### src/design/b2da_pkg.sv
// ----------------------------------------------------------------------------
// b2da_pkg: shared types and constants
// Widths, digit counts, the queue entry and the converter states used by the
// binary to decimal ASCII converter.
// ----------------------------------------------------------------------------
`default_nettype none

package b2da_pkg;

    // Width of the input port and width of the number as converted.
    localparam int VALUE_W    = 32;
    localparam int VALUE_BITS = 32;

    // Decimal digits needed for VALUE_BITS bits: floor(bits * log10(2)) + 1.
    localparam int NUM_DIGITS = (VALUE_BITS * 30103) / 100000 + 1;
    localparam int BCD_W      = 4 * NUM_DIGITS;
    localparam int BIT_CNT_W  = $clog2(VALUE_BITS + 1);
    localparam int DIG_CNT_W  = $clog2(NUM_DIGITS + 1);

    localparam int CHAR_W = 6;
    localparam logic [CHAR_W-1:0] ASCII_ZERO = 6'd48;

    localparam int QUEUE_DEPTH = 2;
    localparam int QPTR_W      = (QUEUE_DEPTH > 1) ? $clog2(QUEUE_DEPTH) : 1;
    localparam int QCNT_W      = $clog2(QUEUE_DEPTH + 1);

    typedef struct packed {
        logic [VALUE_BITS-1:0] value;
        logic                  is_zero;
    } q_entry_t;

    typedef enum logic [1:0] {
        ST_IDLE,
        ST_CONV,
        ST_EMIT
    } state_t;

    // Reduce the port value modulo 2^VALUE_BITS, or zero-extend it.
    function automatic logic [VALUE_BITS-1:0] fit_value(input logic [VALUE_W-1:0] v);
        logic [VALUE_W+VALUE_BITS-1:0] wide;
        wide = {{VALUE_BITS{1'b0}}, v};
        return wide[VALUE_BITS-1:0];
    endfunction

endpackage

`default_nettype wire

### src/design/b2da_front.sv
// ----------------------------------------------------------------------------
// b2da_front: input side
// Accepts values, marks zero values so the converter can skip the binary to
// BCD pass, and holds them in a short queue ahead of the converter.
// ----------------------------------------------------------------------------
`default_nettype none

module b2da_front
    import b2da_pkg::*;
(
    input  wire logic               clk,
    input  wire logic               rst_n,
    input  wire logic               in_valid,
    output logic                    in_stall,
    input  wire logic [VALUE_W-1:0] value,
    output q_entry_t                head,
    output logic                    head_valid,
    input  wire logic               pop
);

    q_entry_t          mem_reg [QUEUE_DEPTH];
    logic [QPTR_W-1:0] wr_ptr_reg;
    logic [QPTR_W-1:0] wr_ptr_next;
    logic [QPTR_W-1:0] rd_ptr_reg;
    logic [QPTR_W-1:0] rd_ptr_next;
    logic [QCNT_W-1:0] count_reg;
    logic [QCNT_W-1:0] count_next;
    logic              push;
    logic              do_pop;
    q_entry_t          entry;

    assign in_stall   = (count_reg == QCNT_W'(QUEUE_DEPTH));
    assign push       = in_valid && !in_stall;
    assign head_valid = (count_reg != '0);
    assign do_pop     = pop && head_valid;
    assign head       = mem_reg[rd_ptr_reg];

    always_comb
    begin
        entry.value   = fit_value(value);
        entry.is_zero = (entry.value == '0);
    end

    always_comb
    begin
        wr_ptr_next = wr_ptr_reg;
        rd_ptr_next = rd_ptr_reg;
        count_next  = count_reg;
        if (push)
        begin
            wr_ptr_next = (wr_ptr_reg == QPTR_W'(QUEUE_DEPTH - 1)) ? '0
                                                                    : wr_ptr_reg + 1'b1;
        end
        if (do_pop)
        begin
            rd_ptr_next = (rd_ptr_reg == QPTR_W'(QUEUE_DEPTH - 1)) ? '0
                                                                    : rd_ptr_reg + 1'b1;
        end
        if (push && !do_pop)
        begin
            count_next = count_reg + 1'b1;
        end
        else if (do_pop && !push)
        begin
            count_next = count_reg - 1'b1;
        end
    end

    always_ff @(posedge clk or negedge rst_n)
    begin
        if (!rst_n)
        begin
            wr_ptr_reg <= '0;
            rd_ptr_reg <= '0;
            count_reg  <= '0;
        end
        else
        begin
            wr_ptr_reg <= wr_ptr_next;
            rd_ptr_reg <= rd_ptr_next;
            count_reg  <= count_next;
        end
    end

    always_ff @(posedge clk)
    begin
        if (push)
        begin
            mem_reg[wr_ptr_reg] <= entry;
        end
    end

endmodule

`default_nettype wire

### src/design/b2da_back.sv
// ----------------------------------------------------------------------------
// b2da_back: conversion and digit output
// Converts one queued value to BCD by shift-and-add-3, one bit per cycle,
// then walks the digits from the most significant end, dropping leading
// zeros, into a registered output stage.
// ----------------------------------------------------------------------------
`default_nettype none

module b2da_back
    import b2da_pkg::*;
(
    input  wire logic              clk,
    input  wire logic              rst_n,
    input  wire q_entry_t          head,
    input  wire logic              head_valid,
    output logic                   pop,
    output logic                   out_valid,
    input  wire logic              out_stall,
    output logic [CHAR_W-1:0]      digit_char,
    output logic                   last
);

    state_t                 state_reg;
    state_t                 state_next;
    logic [VALUE_BITS-1:0]  bin_reg;
    logic [VALUE_BITS-1:0]  bin_next;
    logic [BCD_W-1:0]       bcd_reg;
    logic [BCD_W-1:0]       bcd_next;
    logic [BCD_W-1:0]       bcd_adj;
    logic [BIT_CNT_W-1:0]   bit_cnt_reg;
    logic [BIT_CNT_W-1:0]   bit_cnt_next;
    logic [DIG_CNT_W-1:0]   dig_cnt_reg;
    logic [DIG_CNT_W-1:0]   dig_cnt_next;
    logic                   started_reg;
    logic                   started_next;
    logic                   out_valid_reg;
    logic                   out_valid_next;
    logic [CHAR_W-1:0]      char_reg;
    logic [CHAR_W-1:0]      char_next;
    logic                   last_reg;
    logic                   last_next;
    logic                   out_free;
    logic [3:0]             top_digit;
    logic                   final_digit;
    logic                   emit;

    assign out_free    = !out_valid_reg || !out_stall;
    assign top_digit   = bcd_reg[BCD_W-1 -: 4];
    assign final_digit = (dig_cnt_reg == DIG_CNT_W'(1));
    // A leading zero is dropped, except that the final digit always goes out.
    assign emit        = started_reg || (top_digit != 4'd0) || final_digit;
    assign pop         = (state_reg == ST_IDLE) && head_valid;

    assign out_valid  = out_valid_reg;
    assign digit_char = char_reg;
    assign last       = last_reg;

    always_comb
    begin
        for (int i = 0; i < NUM_DIGITS; i++)
        begin
            bcd_adj[4*i +: 4] = (bcd_reg[4*i +: 4] >= 4'd5) ? bcd_reg[4*i +: 4] + 4'd3
                                                             : bcd_reg[4*i +: 4];
        end
    end

    always_comb
    begin
        state_next = state_reg;
        unique case (state_reg)
            ST_IDLE:
            begin
                if (head_valid)
                begin
                    state_next = head.is_zero ? ST_EMIT : ST_CONV;
                end
            end
            ST_CONV:
            begin
                if (bit_cnt_reg == BIT_CNT_W'(1))
                begin
                    state_next = ST_EMIT;
                end
            end
            ST_EMIT:
            begin
                if (out_free && final_digit)
                begin
                    state_next = ST_IDLE;
                end
            end
            default:
            begin
                state_next = ST_IDLE;
            end
        endcase
    end

    always_comb
    begin
        bin_next       = bin_reg;
        bcd_next       = bcd_reg;
        bit_cnt_next   = bit_cnt_reg;
        dig_cnt_next   = dig_cnt_reg;
        started_next   = started_reg;
        out_valid_next = out_valid_reg && out_stall;
        char_next      = char_reg;
        last_next      = last_reg;
        unique case (state_reg)
            ST_IDLE:
            begin
                bin_next     = head.value;
                bcd_next     = '0;
                bit_cnt_next = BIT_CNT_W'(VALUE_BITS);
                dig_cnt_next = DIG_CNT_W'(NUM_DIGITS);
                started_next = 1'b0;
            end
            ST_CONV:
            begin
                bcd_next     = {bcd_adj[BCD_W-2:0], bin_reg[VALUE_BITS-1]};
                bin_next     = bin_reg << 1;
                bit_cnt_next = bit_cnt_reg - 1'b1;
            end
            ST_EMIT:
            begin
                if (out_free)
                begin
                    bcd_next     = bcd_reg << 4;
                    dig_cnt_next = dig_cnt_reg - 1'b1;
                    if (emit)
                    begin
                        started_next   = 1'b1;
                        out_valid_next = 1'b1;
                        char_next      = ASCII_ZERO + {2'b00, top_digit};
                        last_next      = final_digit;
                    end
                end
            end
            default:
            begin
                bin_next = bin_reg;
            end
        endcase
    end

    always_ff @(posedge clk or negedge rst_n)
    begin
        if (!rst_n)
        begin
            state_reg     <= ST_IDLE;
            out_valid_reg <= 1'b0;
        end
        else
        begin
            state_reg     <= state_next;
            out_valid_reg <= out_valid_next;
        end
    end

    always_ff @(posedge clk)
    begin
        bin_reg     <= bin_next;
        bcd_reg     <= bcd_next;
        bit_cnt_reg <= bit_cnt_next;
        dig_cnt_reg <= dig_cnt_next;
        started_reg <= started_next;
        char_reg    <= char_next;
        last_reg    <= last_next;
    end

endmodule

`default_nettype wire

### src/design/binary_to_decimal_ascii.sv
// ----------------------------------------------------------------------------
// binary_to_decimal_ascii: unsigned binary to decimal ASCII text
// Each 32-bit input beat becomes one to ten output beats of ASCII digits,
// most significant first, leading zeros dropped, the final beat marked last.
// A nonzero value is taken from the queue, passes through the one-bit-
// per-cycle shift-and-add-3 loop, and then visits each of the ten BCD
// digit positions (including dropped leading zeros) at the output, holding
// while the output is stalled. A zero value skips the loop. A two-beat
// queue in front of the converter keeps taking input beats, until it is
// full, while a conversion is running.
// ----------------------------------------------------------------------------
`default_nettype none

module binary_to_decimal_ascii
    import b2da_pkg::*;
(
    input  wire logic               clk,
    input  wire logic               rst_n,
    input  wire logic               in_valid,
    output logic                    in_stall,
    input  wire logic [VALUE_W-1:0] value,
    output logic                    out_valid,
    input  wire logic               out_stall,
    output logic [CHAR_W-1:0]       digit_char,
    output logic                    last
);

    q_entry_t head;
    logic     head_valid;
    logic     pop;

    b2da_front u_front (
        .clk        (clk),
        .rst_n      (rst_n),
        .in_valid   (in_valid),
        .in_stall   (in_stall),
        .value      (value),
        .head       (head),
        .head_valid (head_valid),
        .pop        (pop)
    );

    b2da_back u_back (
        .clk        (clk),
        .rst_n      (rst_n),
        .head       (head),
        .head_valid (head_valid),
        .pop        (pop),
        .out_valid  (out_valid),
        .out_stall  (out_stall),
        .digit_char (digit_char),
        .last       (last)
    );

endmodule

`default_nettype wire
### config.mk
export PLATFORM = sky130hd
export DESIGN_NAME = binary_to_decimal_ascii
export DESIGN_NICKNAME = d
export VERILOG_FILES = /design/src/design/b2da_pkg.sv /design/src/design/b2da_front.sv /design/src/design/b2da_back.sv /design/src/design/binary_to_decimal_ascii.sv
export SDC_FILE = /design/constraint.sdc
export NUM_CORES = 1
export LEC_CHECK = 0
export BUFFER_PORTS_ARGS = -buffer_cell sky130_fd_sc_hd__buf_2
export CORE_AREA = 10 10 134 123
export CTS_CLUSTER_DIAMETER = 200
export DETAILED_ROUTE_END_ITERATION = 7
export DIE_AREA = 0 0 144 133
export PLACE_DENSITY = 0.73
export SLEW_MARGIN = 10
export SYNTH_ARGS = -nofsm -noshare
export SYNTH_HDL_FRONTEND = slang
export SYNTH_SLANG_ARGS = --single-unit
### constraint.sdc
create_clock -name clk -period 7.8 [get_ports clk]
set_clock_uncertainty 0.1 [all_clocks]
set_input_delay 0.39 -clock clk [delete_from_list [all_inputs] [get_ports clk]]
set_output_delay 0.39 -clock clk [all_outputs]
set_load 0.05 [all_outputs]
==> results of run 1 <==
-- critical path, delay by kind of cell, from the launching register on --
family | cells | cell delay (ps)
buffers and inverters | 2 | 640
adders and majority gates | 1 | 180
AOI/OAI and AO/OA | 2 | 580
DFF | 1 | 400
and+or+nand+nor | 1 | 810
-- how the worst max path moves through the flow --
| stage | end | slack [ps] |
|---|---|---|
| after floorplan | u_back.bcd_reg[0]$_DFFE_PP_ | 4340 |
| after CTS | u_back.bcd_reg[32]$_DFFE_PP_ | 4930 |
| final | u_back.bcd_reg[32]$_DFFE_PP_ | 4940 |
| after detailed placement | u_back.bcd_reg[32]$_DFFE_PP_ | 4950 |
| after global placement | u_back.bcd_reg[32]$_DFFE_PP_ | 5030 |
| after global routing | u_back.bcd_reg[32]$_DFFE_PP_ | 4670 |
-- logic make-up (layout without fill, tap and decap cells) --
kind of cell,count (synthesis),in the layout
flops,161,161
simple gates,143,143
compound gates,111,111
buf+inv,53,109
mux,44,44
fa+ha+maj,30,30
xor+xnor,25,25
other cells,1,2
-- placed cells by master, fill, tap and decap left out, types with 4 or more instances in the layout --
cell type and count:
xor2_1 9, dfrtp_1 6, mux2_2 7, nor3b_1 12, a21oi_1 21, inv_1 29, buf_4 5, clkbuf_16 17
o21ai_0 69, nand2_1 75, edfxtp_1 154, inv_6 4, nor2b_1 5, nand2b_1 11, mux2i_1 37, xnor2_1 16
nor2_1 11, buf_2 42, ha_1 29, o31ai_1 4, nor4_1 8, and2_1 4
-- where the power goes --
group	internal, mW	total [mW]	switching [mW]	leakage [nW]
registers	1.39	1.62	0.230	1.63
logic	0.404	1.02	0.619	1.18
clock network	0.506	0.848	0.341	0.294
total	2.30	3.49	1.19	3.11
-- layer usage --
metal  part of all wire, %  vias up
met5                     0        -
met4                   1.1        0
met3                   4.4       11
met2                    48       87
met1                    46     2064
li1                      -     2161
-- layout make-up --
class                   count  area, sq um  share of cell area, %
repair buffers             48        257.7                  3.076
clock inverters            15        178.9                  2.136
clock buffers              17        425.4                  5.078
flip-flops and latches    161         4801                  57.30
multi-input cells         355         2391                  28.54
inverters                  29        108.9                  1.299
well taps                 172        215.2                  2.569
-- cell usage after synthesis, types with 3 or more instances --
cell / instances
inv_1: 29
o31ai_1: 4
nor3b_1: 12
a21oi_1: 21
nand3_1: 3
a21o_1: 3
nor2b_1: 5
nor3_1: 3
buf_2: 9
xnor2_1: 16
nor2_1: 12
ha_1: 30
mux2_2: 7
xor2_1: 9
clkbuf_1: 13
mux2i_1: 37
nand2_1: 75
nand2b_1: 11
nor4_1: 8
dfrtp_1: 7
and2_1: 4
nand3b_1: 3
edfxtp_1: 154
o21ai_0: 69
-- stage by stage --
| stage | utilization, % | std cells | hold slack, ps | cell area, sq um |
|---|---|---|---|---|
| 6_report | 60.71 | 797 | 62.85 | 8378 |
| 5_1_grt | 60.71 | 797 | 40.37 | 8378 |
| 4_1_cts | 60.71 | 797 | 36.14 | 8378 |
| 3_5_place_dp | 56.26 | 764 | 149.5 | 7764 |
| 3_3_place_gp | 56.26 | 764 | 140.6 | 7764 |
| 2_1_floorplan | - | 569 | -5.591 | 7388 |
==> results.rst, run 1 <==
.. list-table::
   :header-rows: 1

   * - Metric
     - Value
   * - Count of TritonRoute iterations in the first routing pass
     - 4
   * - Die Area
     - approximately 19000 sq um
   * - Die width
     - 144 um
   * - Number of cells traversed by the worst hold path
     - 1
   * - Half-perimeter wire length after placement
     - 8446 um
   * - Max H-tree Level
     - 4
   * - Hold EP
     - u_front.mem_reg[0][19]$_DFFE_PP_
   * - Share of cells above drive strength 1
     - between 10% and 20%
   * - Top-area cell type share of the netlist area
     - 62.62%
   * - Final setup slack of the worst path
     - 4938 ps
   * - Initial core utilization
     - 53.51%
   * - Maximum number of pins on one net before global-route repair
     - 81
   * - Crit path time final
     - 2862 ps
   * - Number of buffers created by CTS
     - 17
   * - Status
     - complete, no violations
   * - Grt met3 use
     - around 4.4%
   * - Remaining Overflow, GRT
     - 0
   * - Transition time of the tightest slew-check pin
     - 1064 ps
   * - Cell accounting for the most synthesized area
     - edfxtp_1
   * - Number of register bits inferred by synthesis
     - 161
   * - Post-placement setup slack
     - 4954 ps
   * - Worst path cell trace
     - inv_1 > ha_2 > buf_4 > nand2_1 > a311oi_1 > a21o_1
   * - Met2 usage in global routing
     - 22.00%
   * - CP Data Arrival Time
     - 3060 ps
   * - Routed wire per std cell
     - 16.18 um
   * - Crit end category
     - flip-flop
   * - CP Launch Type
     - flip-flop
   * - Fin. max-slew vios
     - 0
   * - Relative area change from synthesis to final layout
     - 13.45%
   * - Number of max-cap violations
     - 0
   * - Number of inserted filler cells in the final layout
     - ~1.0k
   * - Remaining design rule violation count
     - 0
   * - Vias after detailed routing
     - roughly 4.3k
   * - Count of nets after finishing
     - 678
   * - Power Dens Cells
     - 416.5 nW/um^2
   * - Port Buffers
     - 42
   * - Mapped Area
     - 7385 sq um
   * - Worst supply voltage drop on vdd
     - 254.6 uV
   * - Post-CTS setup buffer count
     - 0
   * - Highest fanout seen on the critical path
     - 80
   * - Number of clock sinks
     - 161
   * - Hold violation total from the final report
     - 0
   * - Gate count after technology mapping
     - 568
   * - Clock tree root driver cell
     - clkbuf_16
   * - Routability congestion estimate from global placement
     - 0.7700
   * - TritonCTS clock tree
     - yes
   * - Main combinational cell family by area after synthesis
     - simple AND/OR/NAND/NOR gates
   * - Avg Vias per Cell
     - 5.424
   * - Start of the worst register-to-register path
     - u_back.state_reg[1]$_DFFE_PN0P_
   * - Wire length of the first global-routing pass
     - 21470 um
   * - Met1 GRT Util
     - 17.89%
   * - Busiest metal layer after global routing
     - met2
   * - Reg-to-reg setup timing slack
     - 4940 ps
   * - Main flop type after synthesis
     - edfxtp_1
   * - Via count of the first global-routing pass
     - 4447
   * - Placeable Area
     - 13800 sq um
   * - Simple-gate share of the synthesized area
     - approximately a tenth
   * - Hold bufs inserted after CTS
     - 1
   * - Violation count after the first detailed-route iteration
     - 410
   * - Number of library cell types mapped by synthesis
     - 40
   * - Compound-Gate Fraction of Synth Area
     - about 8.3%
   * - Remaining max-slew budget at the tightest pin
     - ~29%
   * - Worst reg-to-reg path cell count
     - 6
   * - Die span in y
     - 133 um
   * - Post-synthesis adder-cell area fraction
     - 5.083%
   * - Mean cell area of the mapped netlist
     - 13.00 sq um
   * - Largest register FFs
     - 66
   * - Count of flip-flops with a built-in enable after synthesis
     - 154
   * - Final setup fails
     - 0
   * - Wirelength, routed
     - around 13000 um
   * - Setup repair after global routing missed its margin
     - false
   * - Number of nets with antenna violations after detailed routing
     - 0
   * - Top-Level Pins
     - 45
   * - Total Neg Setup Slack
     - 0 ps
   * - Post-route total power
     - 3.489 mW
   * - Initial antenna violation count
     - 0
   * - Required time at the endpoint of the critical path
     - 8000 ps
   * - Worst setup path start
     - u_back.state_reg[1]$_DFFE_PN0P_
   * - Row Count
     - 41
   * - Longest Clk Path Bufs
     - 2
   * - Static leakage power
     - a little over 3 nW
   * - Max Freq
     - ~350 MHz
   * - Resized Gates After CTS
     - 0
   * - Clock insertion delay at the later pin of the skew report
     - 430 ps
   * - GR Util All Layers
     - 14.13%
   * - Synth warnings
     - 0
   * - Number of antenna repair diodes
     - 0
   * - Type of the worst setup path
     - flip-flop to flip-flop
   * - Clock transition at path regs
     - 60 ps
   * - Multiplexer fraction of the synthesized cell area
     - 6.083%
   * - Cell with the largest stage delay on the worst path
     - nand2_1
   * - Post-synth ARST share
     - 4.348%
   * - Post-Synth XOR/XNOR Area
     - roughly 3%
   * - Min-Delay Path Class
     - primary input to flip-flop
   * - Worst reg2reg path endpoint
     - u_back.bcd_reg[32]$_DFFE_PP_
   * - Start point of the worst hold path
     - value[18]
   * - Fraction of the yosys area taken by sequential cells
     - between 60 and 70%
   * - Worst stage delay on the critical path
     - 810 ps
   * - Period utilization
     - 36.70%
   * - Largest cells by area after synthesis
     - edfxtp_1 (63%), ha_1 (5.1%), mux2i_1 (5.0%)
No activity file was read; power rests on OpenSTA's default activity.
==> run 2: changes to the inputs <==
- clock period: 7.8 -> 3 ns (I/O delays scaled with it)
==> results.rst, run 2 (same netlist as run 1, synthesis figures left out) <==
.. list-table::
   :header-rows: 1

   * - Metric
     - Value
   * - Count of nets after finishing
     - 717
   * - Placeable Area
     - 13800 sq um
   * - Period utilization
     - approximately 77%
   * - Number of buffers created by CTS
     - 17
   * - Status
     - complete, no violations
   * - CP Launch Type
     - flip-flop
   * - Remaining Overflow, GRT
     - 0
   * - Die Area
     - ~19000 sq um
   * - Remaining design rule violation count
     - 0
   * - Max H-tree Level
     - 4
   * - Worst stage delay on the critical path
     - roughly 570 ps
   * - Largest register FFs
     - 66
   * - Worst supply voltage drop on vdd
     - 615.5 uV
   * - Final core occ
     - between 60% and 70%
   * - GR Util All Layers
     - 15.16%
   * - Highest fanout seen on the critical path
     - 20
   * - Clock tree root driver cell
     - clkbuf_16
   * - Worst path cell trace
     - inv_1 > ha_1 > and2_1 > buf_4 > nand2_1 > o21ai_0
   * - Maximum number of pins on one net before global-route repair
     - 77
   * - Reg-to-reg setup timing slack
     - between 600 and 700 ps
   * - Hold violation total from the final report
     - 0
   * - Hold EP
     - u_front.mem_reg[0][20]$_DFFE_PP_
   * - Number of inserted filler cells in the final layout
     - 1016
   * - Fin. max-slew vios
     - 0
   * - Setup repair after global routing missed its margin
     - false
   * - Worst reg-to-reg path cell count
     - 6
   * - Static leakage power
     - 3.244 nW
   * - Min-Delay Path Class
     - primary input to flip-flop
   * - Start of the worst register-to-register path
     - u_back.state_reg[0]$_DFFE_PN0P_
   * - Transition time of the tightest slew-check pin
     - 685.4 ps
   * - Vias after detailed routing
     - 4581
   * - Number of nets with antenna violations after detailed routing
     - 0
   * - Longest Clk Path Bufs
     - 2
   * - Grt met3 use
     - 4.937%
   * - Port Buffers
     - 42
   * - Crit path time final
     - 2317 ps
   * - Cell count after placement
     - about 770
   * - Commonest non-fill, non-tap cell in the layout
     - edfxtp_1
   * - Initial antenna violation count
     - 0
   * - Avg Vias per Cell
     - 5.480
   * - Met1 GRT Util
     - 17.85%
   * - Required time at the endpoint of the critical path
     - ~3200 ps
   * - Busiest metal layer after global routing
     - met2
   * - Half-perimeter wire length after placement
     - 8664 um
   * - Type of the worst setup path
     - flip-flop to flip-flop
   * - Crit end category
     - flip-flop
   * - Post-CTS setup buffer count
     - 0
   * - TritonCTS clock tree
     - yes
   * - Via count of the first global-routing pass
     - 4767
   * - Top library cells by usage in the layout, fill and taps aside
     - edfxtp_1 (154), nand2_1 (75), o21ai_0 (69), buf_2 (42), mux2i_1 (37)
   * - Die span in y
     - about 130 um
   * - Number of clock sinks
     - 161
   * - Final setup fails
     - 0
   * - Post-placement setup slack
     - 718.7 ps
   * - Count of TritonRoute iterations in the first routing pass
     - 4
   * - Share of cells above drive strength 1
     - 13.86%
   * - Routability congestion estimate from global placement
     - 0.8125
   * - Met2 usage in global routing
     - 25.22%
   * - Start point of the worst hold path
     - value[19]
   * - Remaining max-slew budget at the tightest pin
     - 54.31%
   * - Clock transition at path regs
     - 60 ps
   * - Number of antenna repair diodes
     - 0
   * - Worst reg2reg path endpoint
     - u_back.bcd_reg[8]$_DFFE_PP_
   * - Max Freq
     - 431.5 MHz
   * - Wirelength, routed
     - 14060 um
   * - Die width
     - 144 um
   * - Power Dens Cells
     - 1034 nW/um^2
   * - Routed wire per std cell
     - 16.82 um
   * - Final setup slack of the worst path
     - just under 700 ps
   * - Top-Level Pins
     - 45
   * - Relative area change from synthesis to final layout
     - 17.81%
   * - Non-filler cells, final
     - ~840
   * - Post-route worst hold slack
     - between 300 and 400 ps
   * - Violation count after the first detailed-route iteration
     - 301
   * - Number of max-cap violations
     - 0
   * - CP Data Arrival Time
     - roughly 2500 ps
   * - Clock insertion delay at the later pin of the skew report
     - 430 ps
   * - Wire length of the first global-routing pass
     - 23060 um
   * - Cell with the largest stage delay on the worst path
     - and2_1
   * - Initial core utilization
     - 53.51%
   * - Total Neg Setup Slack
     - 0 ps
   * - Row Count
     - 41
   * - Number of cells traversed by the worst hold path
     - 2
run 2: how the worst max path moves through the flow:
| stage | depth (start not counted) | slack (ps) | start | endpoint |
|---|---|---|---|---|
| global route | 6 | 550 | u_back.state_reg[0]$_DFFE_PN0P_ | u_back.bcd_reg[12]$_DFFE_PP_ |
| detailed placement | 6 | 720 | u_back.state_reg[0]$_DFFE_PN0P_ | u_back.bcd_reg[16]$_DFFE_PP_ |
| floorplan | 4 | 370 | u_back.state_reg[0]$_DFFE_PN0P_ | u_back.bcd_reg[0]$_DFFE_PP_ |
| finish | 6 | 680 | u_back.state_reg[0]$_DFFE_PN0P_ | u_back.bcd_reg[8]$_DFFE_PP_ |
| CTS | 6 | 710 | u_back.state_reg[0]$_DFFE_PN0P_ | u_back.bcd_reg[8]$_DFFE_PP_ |
| global placement | 6 | 880 | u_back.state_reg[0]$_DFFE_PN0P_ | u_back.bcd_reg[12]$_DFFE_PP_ |
run 2: worst max-delay path: cells and delay by family, from the launching register on:
family | cells | cell delay [ps]
DFF | 1 | 400
and+or+nand+nor | 2 | 650
AOI/OAI and AO/OA | 1 | 100
adders and majority gates | 1 | 450
buffers and inverters | 2 | 450
run 2: where the power goes:
| group | internal, mW | switching [mW] |
|---|---|---|
| registers | 3.61 | 0.526 |
| clock network | 1.14 | 0.875 |
| logic | 1.11 | 1.74 |
| total | 5.86 | 3.14 |
run 2: cell type report:
cell class	count	area, sq um	share of cell area (%)
Sequential cell	161	4801	55.18
Multi-Input combinational cell	355	2391	27.48
Timing Repair Buffer	87	638.1	7.335
Clock buffer	19	432.9	4.976
Tap cell	172	215.2	2.474
Clock inverter	13	112.6	1.294
Inverter	29	108.9	1.251
run 2: repair_timing:
action,4_1_cts,5_1_grt
endpoints found under the hold margin,73,0
endpoints found under the setup margin,0,0
resized for setup,0,0
hold buffers,36,0
run 2: metrics by stage:
stage               total power [mW]  instance area, sq um
global placement               6.806                  7794
finish                         8.996                  8700
global route                   9.563                  8700
detailed placement             6.974                  7794
CTS                            9.020                  8700
floorplan                      6.202                  7395
run 2: per-layer routing:
metal	share of wire, %	routed length [um]
met1	44	6202
met2	50	6964
met3	4.7	654
met4	1.7	238
met5	0	0
